===== src/rtl/ddshc_pkg.sv =====
// Types and constants for the DDS header checker
`timescale 1ns / 1ps
`default_nettype none

package ddshc_pkg;

   typedef struct packed {
      logic [31:0] word;
      logic        first;
   } req_type;

   typedef struct packed {
      logic [1:0]  status;
      logic [31:0] width;
      logic [31:0] height;
      logic        has_alpha;
      logic [2:0]  format;
      logic [4:0]  block_bytes;
      logic [31:0] row_bytes;
      logic [31:0] data_bytes;
      logic [2:0]  border_right;
      logic [2:0]  border_bottom;
   } rsp_type;

   // header state handed from the word checker to the size unit
   typedef struct packed {
      logic        at_last;
      logic [1:0]  fault;
      logic [31:0] width;
      logic [31:0] height;
      logic [31:0] declared;
      logic [2:0]  format;
   } hdr_type;

   localparam logic [1:0] FAULT_NONE    = 2'd0;
   localparam logic [1:0] FAULT_CORRUPT = 2'd1;
   localparam logic [1:0] FAULT_UNKNOWN = 2'd2;

   localparam logic [31:0] MAGIC_DDS   = 32'h2053_4444;
   localparam logic [31:0] FCC_DXT1    = 32'h3154_5844;
   localparam logic [31:0] FCC_DXT2    = 32'h3254_5844;
   localparam logic [31:0] FCC_DXT3    = 32'h3354_5844;
   localparam logic [31:0] FCC_DXT4    = 32'h3454_5844;
   localparam logic [31:0] FCC_DXT5    = 32'h3554_5844;
   localparam logic [31:0] FCC_DX10    = 32'h3031_5844;
   localparam logic [31:0] REQ_FLAGS   = 32'h0000_1007;
   localparam logic [31:0] OPT_FLAGS   = 32'h000A_0000;
   localparam logic [31:0] HDR_SIZE    = 32'd124;
   localparam logic [31:0] PF_SIZE     = 32'd32;
   localparam logic [32:0] HDR_BYTES   = 33'd128;
   localparam int          LINEAR_BIT  = 19;
   localparam int          FOURCC_BIT  = 2;
   localparam int          TEXTURE_BIT = 12;

   localparam logic [4:0] WORD_MAGIC   = 5'd0;
   localparam logic [4:0] WORD_SIZE    = 5'd1;
   localparam logic [4:0] WORD_FLAGS   = 5'd2;
   localparam logic [4:0] WORD_HEIGHT  = 5'd3;
   localparam logic [4:0] WORD_WIDTH   = 5'd4;
   localparam logic [4:0] WORD_LINEAR  = 5'd5;
   localparam logic [4:0] WORD_PFSIZE  = 5'd19;
   localparam logic [4:0] WORD_PFFLAGS = 5'd20;
   localparam logic [4:0] WORD_FOURCC  = 5'd21;
   localparam logic [4:0] WORD_CAPS    = 5'd27;
   localparam logic [4:0] WORD_CAPS2   = 5'd28;
   localparam logic [5:0] WORD_LAST    = 6'd31;

   localparam logic [2:0] FMT_DXT1_RGB  = 3'd0;
   localparam logic [2:0] FMT_DXT1_RGBA = 3'd1;
   localparam logic [2:0] FMT_DXT2      = 3'd2;
   localparam logic [2:0] FMT_DXT3      = 3'd3;
   localparam logic [2:0] FMT_DXT4      = 3'd4;
   localparam logic [2:0] FMT_DXT5      = 3'd5;

   localparam logic [4:0] BLOCK_DXT1  = 5'd8;
   localparam logic [4:0] BLOCK_OTHER = 5'd16;

endpackage

`default_nettype wire


===== src/rtl/ddshc_check.sv =====
// Word sequencer: per-word header checks and saved header fields
`timescale 1ns / 1ps
`default_nettype none

module ddshc_check
   import ddshc_pkg::*;
(
   input  wire logic    clock,
   input  wire logic    reset,
   input  wire logic    req_accept,
   input  wire req_type req_data,
   output hdr_type      hdr
);

   logic [5:0]  word_count_ff, word_count_in;
   logic [1:0]  fault_ff, fault_in;
   logic [31:0] height_ff, height_in;
   logic [31:0] width_ff, width_in;
   logic [31:0] declared_ff, declared_in;
   logic        alpha_ff, alpha_in;
   logic [2:0]  format_ff, format_in;

   logic [5:0]  cnt;
   logic [1:0]  fault_base;
   logic [1:0]  code;
   logic [31:0] w;

   always_comb begin
      w          = req_data.word;
      cnt        = req_data.first ? 6'd0 : word_count_ff;
      fault_base = req_data.first ? FAULT_NONE : fault_ff;
      code       = FAULT_NONE;

      word_count_in = word_count_ff;
      fault_in      = fault_ff;
      height_in     = height_ff;
      width_in      = width_ff;
      declared_in   = declared_ff;
      alpha_in      = alpha_ff;
      format_in     = format_ff;

      if (req_accept) begin
         word_count_in = cnt;
         fault_in      = fault_base;
         if (!cnt[5]) begin
            unique case (cnt[4:0])
               WORD_MAGIC: begin
                  if (w != MAGIC_DDS) code = FAULT_CORRUPT;
               end
               WORD_SIZE: begin
                  if (w != HDR_SIZE) code = FAULT_CORRUPT;
               end
               WORD_FLAGS: begin
                  priority if ((w & REQ_FLAGS) != REQ_FLAGS) code = FAULT_CORRUPT;
                  else if ((w & ~OPT_FLAGS) != REQ_FLAGS) code = FAULT_UNKNOWN;
                  else if (!w[LINEAR_BIT]) code = FAULT_CORRUPT;
                  else code = FAULT_NONE;
               end
               WORD_HEIGHT: begin
                  height_in = w;
               end
               WORD_WIDTH: begin
                  width_in = w;
                  if (w == 32'd0 || height_ff == 32'd0) code = FAULT_CORRUPT;
               end
               WORD_LINEAR: begin
                  declared_in = w;
               end
               WORD_PFSIZE: begin
                  if (w != PF_SIZE) code = FAULT_CORRUPT;
               end
               WORD_PFFLAGS: begin
                  alpha_in = w[0];
                  if (!w[FOURCC_BIT]) code = FAULT_CORRUPT;
               end
               WORD_FOURCC: begin
                  priority if (w == FCC_DXT1)
                     format_in = alpha_ff ? FMT_DXT1_RGBA : FMT_DXT1_RGB;
                  else if (w == FCC_DXT2) format_in = FMT_DXT2;
                  else if (w == FCC_DXT3) format_in = FMT_DXT3;
                  else if (w == FCC_DXT4) format_in = FMT_DXT4;
                  else if (w == FCC_DXT5) format_in = FMT_DXT5;
                  else if (w == FCC_DX10) code = FAULT_UNKNOWN;
                  else code = FAULT_CORRUPT;
               end
               WORD_CAPS: begin
                  if (!w[TEXTURE_BIT]) code = FAULT_UNKNOWN;
               end
               WORD_CAPS2: begin
                  if (w != 32'd0) code = FAULT_UNKNOWN;
               end
               default: begin
                  code = FAULT_NONE;
               end
            endcase
            if (fault_base == FAULT_NONE) fault_in = code;
            // word 31 steps on to 32, the idle count
            word_count_in = cnt + 6'd1;
         end
      end
   end

   always_ff @(posedge clock) begin
      if (reset) begin
         word_count_ff <= 6'd0;
         fault_ff      <= FAULT_NONE;
         height_ff     <= 32'd0;
         width_ff      <= 32'd0;
         declared_ff   <= 32'd0;
         alpha_ff      <= 1'b0;
         format_ff     <= FMT_DXT1_RGB;
      end else begin
         word_count_ff <= word_count_in;
         fault_ff      <= fault_in;
         height_ff     <= height_in;
         width_ff      <= width_in;
         declared_ff   <= declared_in;
         alpha_ff      <= alpha_in;
         format_ff     <= format_in;
      end
   end

   always_comb begin
      hdr.at_last  = (word_count_ff == WORD_LAST);
      hdr.fault    = fault_ff;
      hdr.width    = width_ff;
      hdr.height   = height_ff;
      hdr.declared = declared_ff;
      hdr.format   = format_ff;
   end

endmodule

`default_nettype wire


===== config.mk =====
export PLATFORM = sky130hd
export DESIGN_NAME = ddshc_check
export DESIGN_NICKNAME = d
export VERILOG_FILES = /design/src/rtl/ddshc_pkg.sv /design/src/rtl/ddshc_check.sv
export SDC_FILE = /design/constraint.sdc
export NUM_CORES = 1
export LEC_CHECK = 0
export BUFFER_PORTS_ARGS = -buffer_cell sky130_fd_sc_hd__clkbuf_2
export CELL_PAD_IN_SITES_DETAIL_PLACEMENT = 1
export CELL_PAD_IN_SITES_GLOBAL_PLACEMENT = 2
export CORE_MARGIN = 4
export CORE_UTILIZATION = 29
export CTS_BUF_LIST = sky130_fd_sc_hd__clkbuf_8
export CTS_CLUSTER_DIAMETER = 80
export DETAILED_ROUTE_END_ITERATION = 10
export GPL_ROUTABILITY_DRIVEN = 0
export PLACE_DENSITY = 0.86
export SLEW_MARGIN = 10
export SYNTH_ARGS = -nofsm -noshare
export SYNTH_HDL_FRONTEND = slang
export SYNTH_SLANG_ARGS = --single-unit

===== constraint.sdc =====
create_clock -name clock -period 2.8 [get_ports clock]
set_clock_uncertainty 0.2 [all_clocks]
set_input_delay 0.42 -clock clock [delete_from_list [all_inputs] [get_ports clock]]
set_output_delay 0.42 -clock clock [all_outputs]
set_load 0.01 [all_outputs]

==> impl_metrics.env, run 1 <==
export IMPL_status="finished, final reports clean"
export IMPL_grt_pass1_vias=4735
export IMPL_synth_top_area_share_pct=47.9
export IMPL_endpoint="format_ff[1]"
export IMPL_place_area_mm2=0.00536
export IMPL_gr_total_overflow=0
export IMPL_die_area_mm2=0.0176
export IMPL_viasPerCell=5.14
export IMPL_synth_area_leaders="dfxtp_1 (48%), nand2_1 (17%), a21oi_1 (12%)"
export IMPL_slew_headroom_pct=54.3
export IMPL_grtUsageTotal_pct=18.9
export IMPL_portBuffers=137
export IMPL_worstSetupStartpoint="word_count_ff[0]"
export IMPL_rsz0062_at_grt="false"
export IMPL_cts_tree="built"
export IMPL_synth_ff_type="dfxtp_1"
export IMPL_worstPathRequired_ns=2.88
export IMPL_p_per_area_mw_per_mm2=487
export IMPL_vdd_drop_max_v=0.000302
export IMPL_syn_area_per_cell_um2=7.60
export IMPL_die_w_um=133
export IMPL_path_max_fanout=6
export IMPL_gr_max_usage_layer="met2"
export IMPL_core_rowCount=45
export IMPL_final_cell_count_no_fill=907
export IMPL_grt_util_met3_pct=5.67
export IMPL_synthArstFlopShare_pct=0
export IMPL_htreeDepth=3
export IMPL_antenna_found_initial=0
export IMPL_timing_hold_worst_class="input pin to flop"
export IMPL_wirelength_mm=16.6
export IMPL_drive_gt1_share_pct=24.3
export IMPL_area_growth_pct=23.2
export IMPL_fin_crit_sh_pct=88.3
export IMPL_regToRegSetupSlack_ns=0.33
export IMPL_final_nets=752
export IMPL_r2r_cells=8
export IMPL_placed_cells=891
export IMPL_synth_area_leader_cell="dfxtp_1"
export IMPL_yosysWarnings=0
export IMPL_gr_usage_met1_pct=24.0
export IMPL_dr_pass1_iters=4
export IMPL_layout_common_cells="nand2_1 (205), clkbuf_2 (136), dfxtp_1 (108)"
export IMPL_start_util_pct=29.7
export IMPL_gr_usage_met2_pct=31.5
export IMPL_setup_viol=0
export IMPL_clk_path_buf_depth=2
export IMPL_path_clk_slew_ns=0.10
export IMPL_die_h_um=133
export IMPL_final_area_mm2=0.00556
export IMPL_synth_edf_count=0
export IMPL_synthesis_area_mm2=0.00451
export IMPL_grt_pass1_wl_mm=26.3
export IMPL_n_antenna_cell=0
export IMPL_rr_endpoint="format_ff[1]"
export IMPL_syn_nets=632
export IMPL_fin_util_pct=36.6
export IMPL_ctsHoldBuffers=0
export IMPL_cts_setup_buffers=0
export IMPL_ys_seq_elements=108
export IMPL_worst_pin_slew_ns=0.680
export IMPL_synthDistinctLibCells=49
export IMPL_yosysSeqAreaShare_pct=47.9
export IMPL_post_dp_hpwl_mm=12.4
export IMPL_core_mm2=0.0152
export IMPL_hold_viol=0
export IMPL_setup_tns_ns=0
export IMPL_wl_per_cell_um=18.3
export IMPL_finalCriticalPeriod_ns=2.47
export IMPL_path_class="flop to flop"
export IMPL_ctsResizeCount=0
export IMPL_timing_fmax_ghz=0.404
export IMPL_final_antenna_net_count=0
export IMPL_p_leak_nw=2.13
export IMPL_final_max_slew_viol_count=0
export IMPL_timing_rr_start="word_count_ff[0]"
export IMPL_drt_initial_drc_count=300
export IMPL_hold_slack_ns=0.109
export IMPL_clock_sinks=108
export IMPL_drc_errors=0
export IMPL_worst_ep_arrival_time_ns=2.55
export IMPL_numCtsBuffers=9
export IMPL_grt_max_degree=64
export IMPL_synthCells=594
export IMPL_num_vias=4663
export IMPL_worstSetupStartpointType="flop"
export IMPL_clock_latency_ns=0.39
export IMPL_cap_violations=0
export IMPL_cp_end_kind="flop"
export IMPL_cts_root_buf="clkbuf_8"
export IMPL_layout_commonest_cell="nand2_1"
export IMPL_io_pins=138
-- flip-flops by register name, indices dropped and copies added, names as in the netlist --
| name | cells |
|---|---|
| declared_ff | 32 |
| height_ff | 32 |
| width_ff | 32 |
| format_ff | 3 |
| fault_ff | 2 |
| word_count_ff | 6 |
| alpha_ff | 1 |
-- Yosys cell counts, types with 2 or more instances --
cell type    n
mux2i_1      2
nand3_1      5
a21oi_1    104
nor3_1      10
o31ai_1      3
nor2_1      23
ha_1         2
o211ai_1     2
nand2_1    205
nor2b_1      2
or3_1        3
and4_1       2
nand4_1      7
clkbuf_8     2
and2_1       2
nor3b_1      2
inv_1        6
clkbuf_1    33
nor4_1      16
dfxtp_1    108
a211oi_1     5
and3_1       4
or2_2        2
nand4b_1     3
xnor2_1      2
nor4b_1      3
buf_2        3
buf_6        2
o21ai_0     10
and3b_1      2
-- worst max-delay path: stages (launching register included) --
cell     delay (ns)
dfxtp_1        0.40
inv_1          0.08
nor2_1         0.18
ha_1           0.30
nand4_1        0.17
or3_2          0.49
or2_1          0.29
a22oi_1        0.20
nor2_1         0.06
-- how the worst min path moves through the flow --
stage | end | cells past startpoint | start
floorplan | alpha_ff | 2 | alpha_ff
global placement | declared_ff[29] | 2 | declared_ff[29]
detailed placement | declared_ff[8] | 2 | declared_ff[8]
CTS | height_ff[8] | 3 | req_data[9]
global route | height_ff[8] | 3 | req_data[9]
finish | height_ff[8] | 3 | req_data[9]
-- where the power goes --
part	total [W]	switching, W	internal, W
clock network	0.000989	0.000551	0.000438
logic	0.000175	0.000124	0.0000502
registers	0.00155	0.00000587	0.00154
-- cell families after synthesis --
kind of cell    after synthesis  synth area share (%)
simple gates                301                  30.1
compound gates              132                  15.7
flops                       108                  47.9
buf+inv                      46                  4.68
xor+xnor                      3                 0.582
mux                           2                 0.443
fa+ha+maj                     2                 0.554
-- layer usage --
metal / up-vias / wire [µm] / part of all wire, %
met5: - / 0 / 0
met1: 2245 / 7330 / 44
met4: 0 / 206 / 1.2
met3: 15 / 1230 / 7.4
li1: 2243 / - / -
met2: 160 / 7830 / 47
-- layout make-up --
class / instances / area, µm²
timing repair buffer: 149 / 791
inverter: 6 / 22.5
clock buffer: 10 / 138
sequential: 108 / 2160
fill: 1908 / 9640
clock inverter: 6 / 63.8
tap: 188 / 235
multi-input combinational: 440 / 2150
-- stage by stage --
step,setup slack (ns),total power (W)
finish,0.326,0.00271
global route,0.0798,0.00282
CTS,0.377,0.00275
detailed placement,0.120,0.00176
global placement,0.244,0.00175
floorplan,0.453,0.00166
No activity file was read; power rests on OpenSTA's default activity.
==> run 2: changes to the inputs <==
--- a/config.mk
+++ b/config.mk
@@ -6,15 +6,13 @@
 export NUM_CORES = 1
 export LEC_CHECK = 0
 export BUFFER_PORTS_ARGS = -buffer_cell sky130_fd_sc_hd__clkbuf_2
-export CELL_PAD_IN_SITES_DETAIL_PLACEMENT = 1
-export CELL_PAD_IN_SITES_GLOBAL_PLACEMENT = 2
 export CORE_MARGIN = 4
-export CORE_UTILIZATION = 29
+export CORE_UTILIZATION = 53
 export CTS_BUF_LIST = sky130_fd_sc_hd__clkbuf_8
 export CTS_CLUSTER_DIAMETER = 80
 export DETAILED_ROUTE_END_ITERATION = 10
 export GPL_ROUTABILITY_DRIVEN = 0
-export PLACE_DENSITY = 0.86
+export PLACE_DENSITY = 0.87
 export SLEW_MARGIN = 10
 export SYNTH_ARGS = -nofsm -noshare
 export SYNTH_HDL_FRONTEND = slang
==> run 2 against run 1 <==
Effect of this change:
- register-to-register slack worse by 0.02 ns
- worst hold slack improved by 0.015 ns
- combinational power shrank 3%
- fmax is 0.91% lower
- die area shrank 43%
- global-route usage rose by 8.5 points
- setup slack lost 0.023 ns
- via count is 3.3% higher
- sequential share of layout area rose by 0.68 points
- largest power group unchanged
- first-iteration DRC count up 71%
- clock-buffer cell count fell by 1
- critical path type unchanged
- cell area fell by 1.7%
==> impl_metrics.env, run 2 (synthesis results as in run 1) <==
export IMPL_die_w_um=100
export IMPL_rsz0062_at_grt="false"
export IMPL_num_vias=4819
export IMPL_final_antenna_net_count=0
export IMPL_fin_util_pct=66.2
export IMPL_numCtsBuffers=9
export IMPL_clkPwrFrac_pct=38.1
export IMPL_grt_pass1_wl_mm=22.1
export IMPL_fin_crit_sh_pct=89.2
export IMPL_r2r_cells=8
export IMPL_ctsResizeCount=0
export IMPL_wirelength_mm=14.2
export IMPL_worstSetupStartpointType="flop"
export IMPL_portBuffers=137
export IMPL_htreeDepth=3
export IMPL_post_dp_hpwl_mm=9.86
export IMPL_wl_per_cell_um=17.3
export IMPL_cts_setup_buffers=0
export IMPL_cts_root_buf="clkbuf_8"
export IMPL_finalCriticalPeriod_ns=2.50
export IMPL_n_antenna_cell=0
export IMPL_p_sw_share_pct=24.2
export IMPL_p_per_area_mw_per_mm2=507
export IMPL_cp_end_kind="flop"
export IMPL_clock_sinks=108
export IMPL_viasPerCell=5.88
export IMPL_vdd_drop_max_v=0.000289
export IMPL_io_pins=138
export IMPL_regToRegSetupSlack_ns=0.30
export IMPL_setup_viol=0
export IMPL_grt_max_degree=109
export IMPL_grt_pass1_vias=4486
export IMPL_drive_gt1_share_pct=24.1
export IMPL_slew_headroom_pct=54.3
export IMPL_setup_tns_ns=0
export IMPL_final_nets=749
export IMPL_n_fill_cell=700
export IMPL_cap_violations=0
export IMPL_hold_slack_ns=0.124
export IMPL_clock_latency_ns=0.37
export IMPL_core_rowCount=33
export IMPL_worstSetupStartpoint="word_count_ff[0]"
export IMPL_path_max_fanout=6
export IMPL_ctsHoldBuffers=0
export IMPL_fin_ws_ns=0.304
export IMPL_timing_rr_start="word_count_ff[0]"
export IMPL_core_mm2=0.00826
export IMPL_clk_path_buf_depth=2
export IMPL_timing_fmax_ghz=0.401
export IMPL_rr_endpoint="format_ff[1]"
export IMPL_layout_common_cells="nand2_1 (205), clkbuf_2 (136), dfxtp_1 (108)"
export IMPL_dr_pass1_iters=6
export IMPL_worst_ep_arrival_time_ns=2.54
export IMPL_internal_power_w=0.00210
export IMPL_path_clk_slew_ns=0.10
export IMPL_layout_commonest_cell="nand2_1"
export IMPL_p_sw_w=0.000671
export IMPL_die_area_mm2=0.0101
export IMPL_hold_viol=0
export IMPL_endpoint="format_ff[1]"
export IMPL_worst_pin_slew_ns=0.680
export IMPL_p_seq_share_pct=55.8
export IMPL_gr_total_overflow=0
export IMPL_cts_tree="built"
export IMPL_area_growth_pct=21.1
export IMPL_worstPathRequired_ns=2.85
export IMPL_path_class="flop to flop"
export IMPL_total_power_w=0.00277
export IMPL_combinationalPowerShare_pct=6.1
export IMPL_antenna_found_initial=0
export IMPL_place_ws_ns=0.179
export IMPL_drt_initial_drc_count=514
export IMPL_die_h_um=100
export IMPL_drc_errors=0
export IMPL_timing_hold_worst_class="input pin to flop"
export IMPL_start_util_pct=54.7
export IMPL_status="finished, final reports clean"
export IMPL_final_max_slew_viol_count=0
export IMPL_p_leak_nw=2.12
export IMPL_grtUsageTotal_pct=27.4
export IMPL_top_regs="declared_ff: 32 flops, height_ff: 32 flops, width_ff: 32 flops"
## run 2: cell types whose count changed in the layout (fill, tap and decap cells not counted), sizes merged
cell    change
clkbuf      -1
bufinv      +1
buf         -3
clkinv      -1
## run 2: per-layer routing
metal,track usage [%],vias to the layer above,wire length (µm)
met4,14.2,0,578
met3,6.25,74,1630
li1,-,2244,-
met2,43.2,316,6530
met1,35.1,2185,5450
met5,0,-,0
## run 2: worst min path at each step
stage                         start               end  slack [ns]  depth (start not counted)
floorplan                  alpha_ff          alpha_ff        0.26                          2
global placement    declared_ff[19]   declared_ff[19]        0.24                          2
detailed placement     width_ff[10]      width_ff[10]        0.25                          2
CTS                      req_accept  word_count_ff[3]        0.12                          2
global route            req_data[5]      height_ff[4]        0.14                          3
finish                   req_accept  word_count_ff[3]        0.12                          2
## run 2: per-stage QoR
step	instances	instance area (µm²)
final	820	5470
after detailed placement	805	5250
after global placement	805	5250
after floorplan	594	4510
after CTS	820	5470
after global routing	820	5470
## run 2: critical path, stage by stage, from the launching register on
cell and delay (ns):
dfxtp_1 0.40, inv_1 0.07, nor2_1 0.19, ha_1 0.31, nand4_1 0.18, or3_2 0.48
or2_1 0.28, a22oi_1 0.19, nor2_1 0.06
## run 2: area by class of cell
class	instances	area [µm²]	area share (%)
sequential	108	2160	39.6
inverter	6	22.5	0.412
timing repair buffer	146	781	14.3
clock inverter	6	96.3	1.76
clock buffer	9	124	2.27
tap	105	131	2.40
multi-input combinational	440	2150	39.3
## run 2: power groups by stage
stage	Clock, W	Sequential, W	Combinational (W)
detailed placement	0	0.00158	0.000160
floorplan	0	0.00158	0.0000786
CTS	0.00105	0.00155	0.000162
finish	0.00105	0.00155	0.000169
global placement	0	0.00158	0.000157
global route	0.00113	0.00155	0.000178
